===== src/rtl/assert_macros.svh =====
// Assertion macros used by the RTL that carries checks.
// No dependencies; taken in by `include.
`ifndef ASSERT_MACROS_SVH
`define ASSERT_MACROS_SVH

// Implication checked on every rising edge, off while reset is asserted.
`define RAUH_ASSERT(lbl, clk, rst_n, prop) \
	lbl: assert property (@(posedge clk) disable iff (!rst_n) prop) \
		else $error("%m: check failed");

// Condition that must never hold outside reset.
`define RAUH_ASSERT_NEVER(lbl, clk, rst_n, cond) \
	lbl: assert property (@(posedge clk) disable iff (!rst_n) !(cond)) \
		else $error("%m: forbidden condition seen");

`endif


===== src/rtl/rauh_pkg.sv =====
// Types and constants of the random access handshake block.
// No dependencies; used by rauh_fsm and the top level.
package rauh_pkg;

	localparam int CFG_W = 16;
	localparam int CFG_IDX_W = 2;

	localparam logic [CFG_IDX_W-1:0] REG_PREAMBLE = 2'd0;
	localparam logic [CFG_IDX_W-1:0] REG_MAX_SENDS = 2'd1;
	localparam logic [CFG_IDX_W-1:0] REG_EXP_RNTI = 2'd2;

	localparam logic [2:0] CMD_START = 3'd0;
	localparam logic [2:0] CMD_RESPONSE = 3'd1;
	localparam logic [2:0] CMD_RESOLVE = 3'd2;
	localparam logic [2:0] CMD_RESP_TMO = 3'd3;
	localparam logic [2:0] CMD_RESOLVE_TMO = 3'd4;
	localparam logic [2:0] CMD_FORCE_IDLE = 3'd5;

	localparam logic [1:0] PH_IDLE = 2'd0;
	localparam logic [1:0] PH_WAIT_RESP = 2'd1;
	localparam logic [1:0] PH_WAIT_RESOLVE = 2'd2;
	localparam logic [1:0] PH_CONNECTED = 2'd3;

	localparam logic [1:0] ST_ACTED = 2'd0;
	localparam logic [1:0] ST_WRONG_PHASE = 2'd1;
	localparam logic [1:0] ST_MISMATCH = 2'd2;
	localparam logic [1:0] ST_EXHAUSTED = 2'd3;

	localparam logic KIND_PREAMBLE = 1'b0;
	localparam logic KIND_REQUEST = 1'b1;

	localparam logic [7:0] MAX_SENDS_RST = 8'd10;

	typedef struct packed {
		logic [2:0]  cmd;
		logic [15:0] event_rnti;
		logic [15:0] granted_crnti;
	} evt_t;

	typedef struct packed {
		logic        send_valid;
		logic        send_kind;
		logic [5:0]  send_preamble;
		logic [15:0] send_rnti;
		logic [7:0]  attempt_count;
		logic        state_changed;
		logic [1:0]  prior_phase;
		logic [1:0]  current_phase;
		logic [15:0] owned_crnti;
		logic [1:0]  status;
	} res_t;

	typedef struct packed {
		logic [5:0]  preamble_number;
		logic [7:0]  max_preamble_sends;
		logic [15:0] expected_response_rnti;
	} cfg_t;

	typedef struct packed {
		logic [1:0]  phase;
		logic [7:0]  tx_attempts;
		logic [15:0] saved_ra_rnti;
		logic [15:0] saved_crnti;
	} state_t;

endpackage


===== src/rtl/random_access_ue_handshake_unit.sv =====
// Terminal side of the four-message random access handshake: each accepted event item
// gives exactly one result item. The block takes one item per cycle while evt_stall is
// low; an item is registered in the event register on accept, decoded against the
// handshake state, and its result is registered in the result register once that is
// free or being drained. A stalled res holds the result and stalls evt once the event
// register is also full. The state compare and update lie between the two registers.
// Configuration registers are written through cfg_we, cfg_index and cfg_wdata; the
// user must write them only while no item is in flight, which the block does not
// enforce. Depends on rauh_pkg, rauh_fsm and assert_macros.svh.
`include "assert_macros.svh"

module random_access_ue_handshake_unit (
	input  logic                             clk,
	input  logic                             arst_n,
	input  logic                             evt_valid,
	output logic                             evt_stall,
	input  rauh_pkg::evt_t                   evt,
	output logic                             res_valid,
	input  logic                             res_stall,
	output rauh_pkg::res_t                   res,
	input  logic                             cfg_we,
	input  logic [rauh_pkg::CFG_IDX_W-1:0]   cfg_index,
	input  logic [rauh_pkg::CFG_W-1:0]       cfg_wdata
);

	rauh_pkg::cfg_t   cfg_q;
	rauh_pkg::state_t state_q;
	rauh_pkg::state_t state_nxt;
	rauh_pkg::evt_t   evt_s1;
	rauh_pkg::res_t   res_nxt;
	rauh_pkg::res_t   res_s2;
	logic             valid_s1;
	logic             valid_s2;
	logic             adv;
	logic             s1_move;
	logic             res_exhausted;
	logic             exhaust_ok;
	logic             res_preamble;
	logic             preamble_ok;
	logic             res_sent;

	// result register free or being drained
	assign adv = !valid_s2 || !res_stall;
	assign evt_stall = valid_s1 && !adv;

	always_ff @(posedge clk or negedge arst_n) begin
		if (!arst_n) begin
			cfg_q.preamble_number <= '0;
			cfg_q.max_preamble_sends <= rauh_pkg::MAX_SENDS_RST;
			cfg_q.expected_response_rnti <= '0;
		end else if (cfg_we) begin
			unique case (cfg_index)
				rauh_pkg::REG_PREAMBLE: cfg_q.preamble_number <= cfg_wdata[5:0];
				rauh_pkg::REG_MAX_SENDS: cfg_q.max_preamble_sends <= cfg_wdata[7:0];
				rauh_pkg::REG_EXP_RNTI: cfg_q.expected_response_rnti <= cfg_wdata[15:0];
				default: ;
			endcase
		end
	end

	always_ff @(posedge clk or negedge arst_n) begin
		if (!arst_n) begin
			valid_s1 <= 1'b0;
		end else if (adv || !valid_s1) begin
			valid_s1 <= evt_valid;
		end
	end

	always_ff @(posedge clk) begin
		if (evt_valid && !evt_stall) begin
			evt_s1 <= evt;
		end
	end

	rauh_fsm u_fsm (
		.st  (state_q),
		.cfg (cfg_q),
		.evt (evt_s1),
		.nxt (state_nxt),
		.res (res_nxt)
	);

	always_ff @(posedge clk or negedge arst_n) begin
		if (!arst_n) begin
			state_q <= '0;
			valid_s2 <= 1'b0;
		end else if (adv) begin
			valid_s2 <= valid_s1;
			if (valid_s1) begin
				state_q <= state_nxt;
			end
		end
	end

	always_ff @(posedge clk) begin
		if (adv && valid_s1) begin
			res_s2 <= res_nxt;
		end
	end

	assign res_valid = valid_s2;
	assign res = res_s2;

	assign s1_move = adv && valid_s1;
	assign res_exhausted = res_valid && res.status == rauh_pkg::ST_EXHAUSTED;
	assign exhaust_ok = res.current_phase == rauh_pkg::PH_IDLE && res.attempt_count == 8'd0
		&& !res.send_valid;
	assign res_sent = res_valid && res.send_valid;
	assign res_preamble = res_sent && res.send_kind == rauh_pkg::KIND_PREAMBLE;
	assign preamble_ok = res.current_phase == rauh_pkg::PH_WAIT_RESP
		&& res.attempt_count != 8'd0;

	`RAUH_ASSERT(a_phase_follows_result, clk, arst_n, s1_move |=> (state_q.phase == res_s2.current_phase))
	`RAUH_ASSERT(a_exhaust_to_idle, clk, arst_n, res_exhausted |-> exhaust_ok)
	`RAUH_ASSERT(a_preamble_waits, clk, arst_n, res_preamble |-> preamble_ok)
	`RAUH_ASSERT_NEVER(a_send_on_ignore, clk, arst_n, res_sent && res.status != rauh_pkg::ST_ACTED)

endmodule


===== src/rtl/rauh_fsm.sv =====
// Next-state and result logic of the random access handshake for one item.
// Depends on rauh_pkg.
module rauh_fsm (
	input  rauh_pkg::state_t st,
	input  rauh_pkg::cfg_t   cfg,
	input  rauh_pkg::evt_t   evt,
	output rauh_pkg::state_t nxt,
	output rauh_pkg::res_t   res
);

	logic [8:0] next_cnt;
	logic       snd_valid;
	logic       snd_kind;
	logic [5:0] snd_pre;
	logic [15:0] snd_rnti;
	logic [1:0] sts;

	assign next_cnt = {1'b0, st.tx_attempts} + 9'd1;

	always_comb begin
		nxt = st;
		snd_valid = 1'b0;
		snd_kind = rauh_pkg::KIND_PREAMBLE;
		snd_pre = '0;
		snd_rnti = '0;
		sts = rauh_pkg::ST_ACTED;
		unique case (evt.cmd)
			rauh_pkg::CMD_START: begin
				if (st.phase != rauh_pkg::PH_IDLE) begin
					sts = rauh_pkg::ST_WRONG_PHASE;
				end else begin
					nxt.tx_attempts = 8'd1;
					nxt.saved_ra_rnti = '0;
					nxt.saved_crnti = '0;
					nxt.phase = rauh_pkg::PH_WAIT_RESP;
					snd_valid = 1'b1;
					snd_pre = cfg.preamble_number;
				end
			end
			rauh_pkg::CMD_RESPONSE: begin
				if (st.phase != rauh_pkg::PH_WAIT_RESP) begin
					sts = rauh_pkg::ST_WRONG_PHASE;
				end else if (evt.event_rnti != cfg.expected_response_rnti) begin
					sts = rauh_pkg::ST_MISMATCH;
				end else begin
					nxt.saved_ra_rnti = evt.event_rnti;
					nxt.phase = rauh_pkg::PH_WAIT_RESOLVE;
					snd_valid = 1'b1;
					snd_kind = rauh_pkg::KIND_REQUEST;
					snd_rnti = evt.event_rnti;
				end
			end
			rauh_pkg::CMD_RESOLVE: begin
				if (st.phase != rauh_pkg::PH_WAIT_RESOLVE) begin
					sts = rauh_pkg::ST_WRONG_PHASE;
				end else if (evt.event_rnti != st.saved_ra_rnti) begin
					sts = rauh_pkg::ST_MISMATCH;
				end else begin
					nxt.saved_crnti = evt.granted_crnti;
					nxt.phase = rauh_pkg::PH_CONNECTED;
				end
			end
			rauh_pkg::CMD_RESP_TMO: begin
				if (st.phase != rauh_pkg::PH_WAIT_RESP) begin
					sts = rauh_pkg::ST_WRONG_PHASE;
				end else if (next_cnt <= {1'b0, cfg.max_preamble_sends}) begin
					nxt.tx_attempts = next_cnt[7:0];
					snd_valid = 1'b1;
					snd_pre = cfg.preamble_number;
				end else begin
					nxt.tx_attempts = '0;
					nxt.phase = rauh_pkg::PH_IDLE;
					sts = rauh_pkg::ST_EXHAUSTED;
				end
			end
			rauh_pkg::CMD_RESOLVE_TMO: begin
				if (st.phase != rauh_pkg::PH_WAIT_RESOLVE) begin
					sts = rauh_pkg::ST_WRONG_PHASE;
				end else begin
					nxt.phase = rauh_pkg::PH_IDLE;
				end
			end
			rauh_pkg::CMD_FORCE_IDLE: begin
				nxt.phase = rauh_pkg::PH_IDLE;
			end
			default: begin
				sts = rauh_pkg::ST_WRONG_PHASE;
			end
		endcase
	end

	always_comb begin
		res.send_valid = snd_valid;
		res.send_kind = snd_kind;
		res.send_preamble = snd_pre;
		res.send_rnti = snd_rnti;
		res.attempt_count = nxt.tx_attempts;
		res.state_changed = (nxt.phase != st.phase);
		res.prior_phase = st.phase;
		res.current_phase = nxt.phase;
		res.owned_crnti = nxt.saved_crnti;
		res.status = sts;
	end

endmodule

===== config.mk =====
export PLATFORM = sky130hd
export DESIGN_NAME = random_access_ue_handshake_unit
export DESIGN_NICKNAME = d
export VERILOG_FILES = /design/src/rtl/rauh_pkg.sv /design/src/rtl/random_access_ue_handshake_unit.sv /design/src/rtl/rauh_fsm.sv
export VERILOG_INCLUDE_DIRS = /design/src /design/src/rtl
export SDC_FILE = /design/constraint.sdc
export NUM_CORES = 1
export LEC_CHECK = 0
export ABC_AREA = 1
export ABC_CLOCK_PERIOD_IN_PS = 4100
export BUFFER_PORTS_ARGS = -buffer_cell sky130_fd_sc_hd__buf_2
export CAP_MARGIN = 20
export CELL_PAD_IN_SITES_DETAIL_PLACEMENT = 2
export CELL_PAD_IN_SITES_GLOBAL_PLACEMENT = 2
export CORE_UTILIZATION = 36
export CTS_CLUSTER_SIZE = 30
export DETAILED_ROUTE_END_ITERATION = 10
export HOLD_SLACK_MARGIN = 0.12
export PLACE_DENSITY = 0.86
export SYNTH_ARGS = -nofsm -noshare
export SYNTH_HDL_FRONTEND = slang
export SYNTH_SLANG_ARGS = --single-unit

===== constraint.sdc =====
create_clock -name clk -period 4.1 [get_ports clk]
set_input_delay 0.82 -clock clk [delete_from_list [all_inputs] [get_ports clk]]
set_output_delay 0.82 -clock clk [all_outputs]
set_load 0.02 [all_outputs]

==> impl_metrics.py <==
metrics = {
    "status": {
        "status": "completed",
    },
    "placed_design": {
        "dp_hpwl_mm": 13.9,
        "port_buffers": 114,
        "gp_congestion": 0.793,
    },
    "synthesis": {
        "async_flop_share_pct": 45.1,
        "yosys-top-cells-count": "nand2_1 (216), edfxtp_1 (90), inv_1 (84), dfrtp_1 (72), nor2_1 (54)",
        "ys_types": 36,
        "yosys_warnings": 0,
        "synth_nets": 784,
        "synth_cells": 717,
        "yosysSeqAreaShare_pct": 63.0,
        "syn_area_sq_mm": 0.00723,
        "synth_edf_count": 90,
        "synth_top_area_cell": "edfxtp_1",
        "ys.flop_type": "edfxtp_1",
        "syn_area_per_cell_sq_um": 10.1,
        "synth_most_common_cell": "nand2_1",
        "synth_seq_cells": 164,
        "synth_top_area_share_pct": 37.4,
        "ys_top_cells_by_area": "edfxtp_1 (37%), dfrtp_1 (25%), nand2_1 (11%)",
    },
    "clock_tree": {
        "cts_root_buf": "clkbuf_16",
        "clk-insertion-delay-late_ps": 430,
        "ctsResizeCount": 0,
        "htree_levels": 4,
        "cts_tree": "built",
        "hold_buffers": 0,
        "cts_setup_buffers": 0,
        "ctsLongestPathBuffers": 2,
        "cts_buffers": 17,
        "cts.sinks": 164,
        "cts.reportedPaths.clkPinSlew_ps": 60,
    },
    "worst_setup_path": {
        "r2r_setup_slack_ps": 990,
        "cp_slowest_cell": "dfrtp_1",
        "r2r_end": "state_q[36]",
        "path_class": "flop to flop",
        "start_kind": "flop",
        "worstPathRequired_ps": 4440,
        "cp_max_fo": 6,
        "worst_setup_path_end_kind": "flop",
        "worst_path_most_repeated_cell": "nand2_1",
        "crit_chain": "nand3_1 -> nor2_1 -> nand2_1 -> xor2_1 -> inv_1 -> ha_1 -> nand2_1 -> nor2_1 -> nand2_1 -> nor2_1 -> nand3_1 -> nand2_1 -> nand3_1 -> inv_1 -> nand2_1 -> o21ai_1 -> nand2_1 -> o21ai_0",
        "cpPeakStageDelay_ps": 490,
        "rr_worst_depth": 18,
        "cp.arrival_ps": 3440,
        "reg2reg_from": "state_q[32]",
    },
    "timing": {
        "max_freq_ghz": 0.322,
        "skew_ps": 9.74,
        "worstMarginPinSlew_ps": 827,
        "setup_violations": 0,
        "min_period_ps": 3110,
        "hold_viol_final": 0,
        "slew_headroom_pct": 44.9,
        "setup_tns_ps": 0,
        "post-route-period-util_pct": 75.8,
        "holdWs_ps": 482,
        "rsz0062_at_grt": "false",
        "drv_slew": 0,
    },
    "cells_and_area": {
        "fill_cells": 2129,
        "syn_to_final_growth_pct": 19.3,
        "antenna_cells": 0,
        "layout.nets": 906,
        "drive_gt1_share_pct": 23.6,
        "multi_input_area_sq_mm": 0.00221,
        "seq_area_sq_mm": 0.00456,
    },
    "drt": {
        "first_pass_iters": 5,
        "wirelength_mm": 20.9,
        "detail_route.wl_per_cell_um": 18.7,
        "avgViaCountPerCell": 4.86,
        "ant_nets": 0,
        "drtIter0Drc": 205,
        "vias": 5430,
        "drc": 0,
    },
    "worst_hold_path": {
        "worst_hold_path_type": "input pin to async pin",
    },
    "job": {
        "drv_cap": 0,
    },
    "global_routing": {
        "grt_overflow_total": 0,
        "grt_pass1_vias": 5991,
        "grt_max_degree": 90,
        "grt_usage_pct": 21.5,
        "grt_pass1_wl_mm": 32.5,
        "antenna_found_initial": 0,
    },
    "pwr": {
        "powerDensity_mw_per_mm2": 494,
        "power_mw": 4.26,
        "power.leakage_nw": 4.12,
        "ir_drop_v": 0.000294,
    },
    "floorplanning": {
        "die_y_um": 144,
        "initial_core_util_pct": 36.9,
        "coreArea_sq_mm": 0.0196,
        "dieArea_sq_mm": 0.0206,
        "io_pins": 115,
        "fp.dieW_um": 144,
        "rows": 51,
    },
}
## worst max-delay path by stage
stage	startpoint	to	slack, ps	depth (start not counted)
2_1_floorplan	res_stall	res[0]	750	4
3_3_place_gp	state_q[32]	state_q[34]	1370	18
3_5_place_dp	state_q[32]	state_q[36]	1110	18
4_1_cts	state_q[32]	state_q[36]	990	18
5_1_grt	state_q[32]	state_q[38]	680	18
6_report	state_q[32]	state_q[36]	990	18
## per-stage QoR
stage,setup slack (ps),instance area (sq um),utilization [%],std cells
2_1_floorplan,752,7230,-,717
3_3_place_gp,1370,8080,41.2,1084
3_5_place_dp,1110,8080,41.2,1084
4_1_cts,990,8590,43.9,1116
5_1_grt,680,8620,44.0,1117
6_report,994,8620,44.0,1117
## cell usage in the layout, fill, tap and decap left out, types with 2 or more instances in the layout
cell and instances:
xor2_1 25, nand3_1 31, nand2_1 216, o22ai_1 2
nand4_1 3, edfxtp_1 90, nor2_1 54, nand2_2 2
a21oi_1 9, buf_2 113, nor3_1 2, dfstp_2 2
xnor2_1 4, buf_4 6, clkinv_2 3, inv_1 84
o21ai_2 13, a31oi_1 2, clkbuf_16 17, ha_1 9
o21ai_1 8, dfrtp_1 72, inv_2 15, o21ai_0 32
clkinvlp_4 6, nor2_2 7, nor2_4 10, clkbuf_1 5
## critical path, delay by kind of cell (launching register included)
kind / cells / cell delay (ps)
AND/OR/NAND/NOR: 12 / 1390
flip-flops: 1 / 490
buffers and inverters: 2 / 340
XOR/XNOR: 1 / 290
adder cells (fa/ha/maj): 1 / 290
AO/OA/AOI/OAI: 2 / 220
## kinds of logic (layout without fill, tap and decap cells)
family,after synthesis,count (layout),share of synthesized area [%]
multiplexers,1,1,0.156
AO/OA/AOI/OAI,70,70,5.82
buffers and inverters,116,251,6.51
AND/OR/NAND/NOR,328,328,19.4
flip-flops,164,164,63.0
adder cells (fa/ha/maj),9,9,1.56
XOR/XNOR,29,29,3.51
## flip-flops by register name, summed over array words and instances, names as in the netlist
name and cells:
cfg_q 30, evt_s1 35, res 55, res_valid 1, state_q 42, valid_s1 1
## metal layers
layer | vias up | routed length [um] | GRT usage [%]
li1 | 2530 | - | -
met1 | 2758 | 8510 | 24.9
met2 | 109 | 11200 | 39.3
met3 | 33 | 743 | 4.57
met4 | 0 | 437 | 6.89
met5 | - | 0 | 0
## layout make-up
cell class              instances  area share (%)
inverters                      99            4.31
clock buffers                  23            5.31
flip-flops and latches        164            52.9
clock inverters                 9           0.697
repair buffers                120            7.40
multi-input cells             437            25.6
well taps                     265            3.85
## power breakdown
group	leakage (nW)	switching (mW)	internal (mW)
Combinational	2.04	0.533	0.228
Clock	0.235	0.653	0.786
Sequential	1.84	0.117	1.94
Total	4.12	1.30	2.95
No activity file was read; power rests on OpenSTA's default activity.
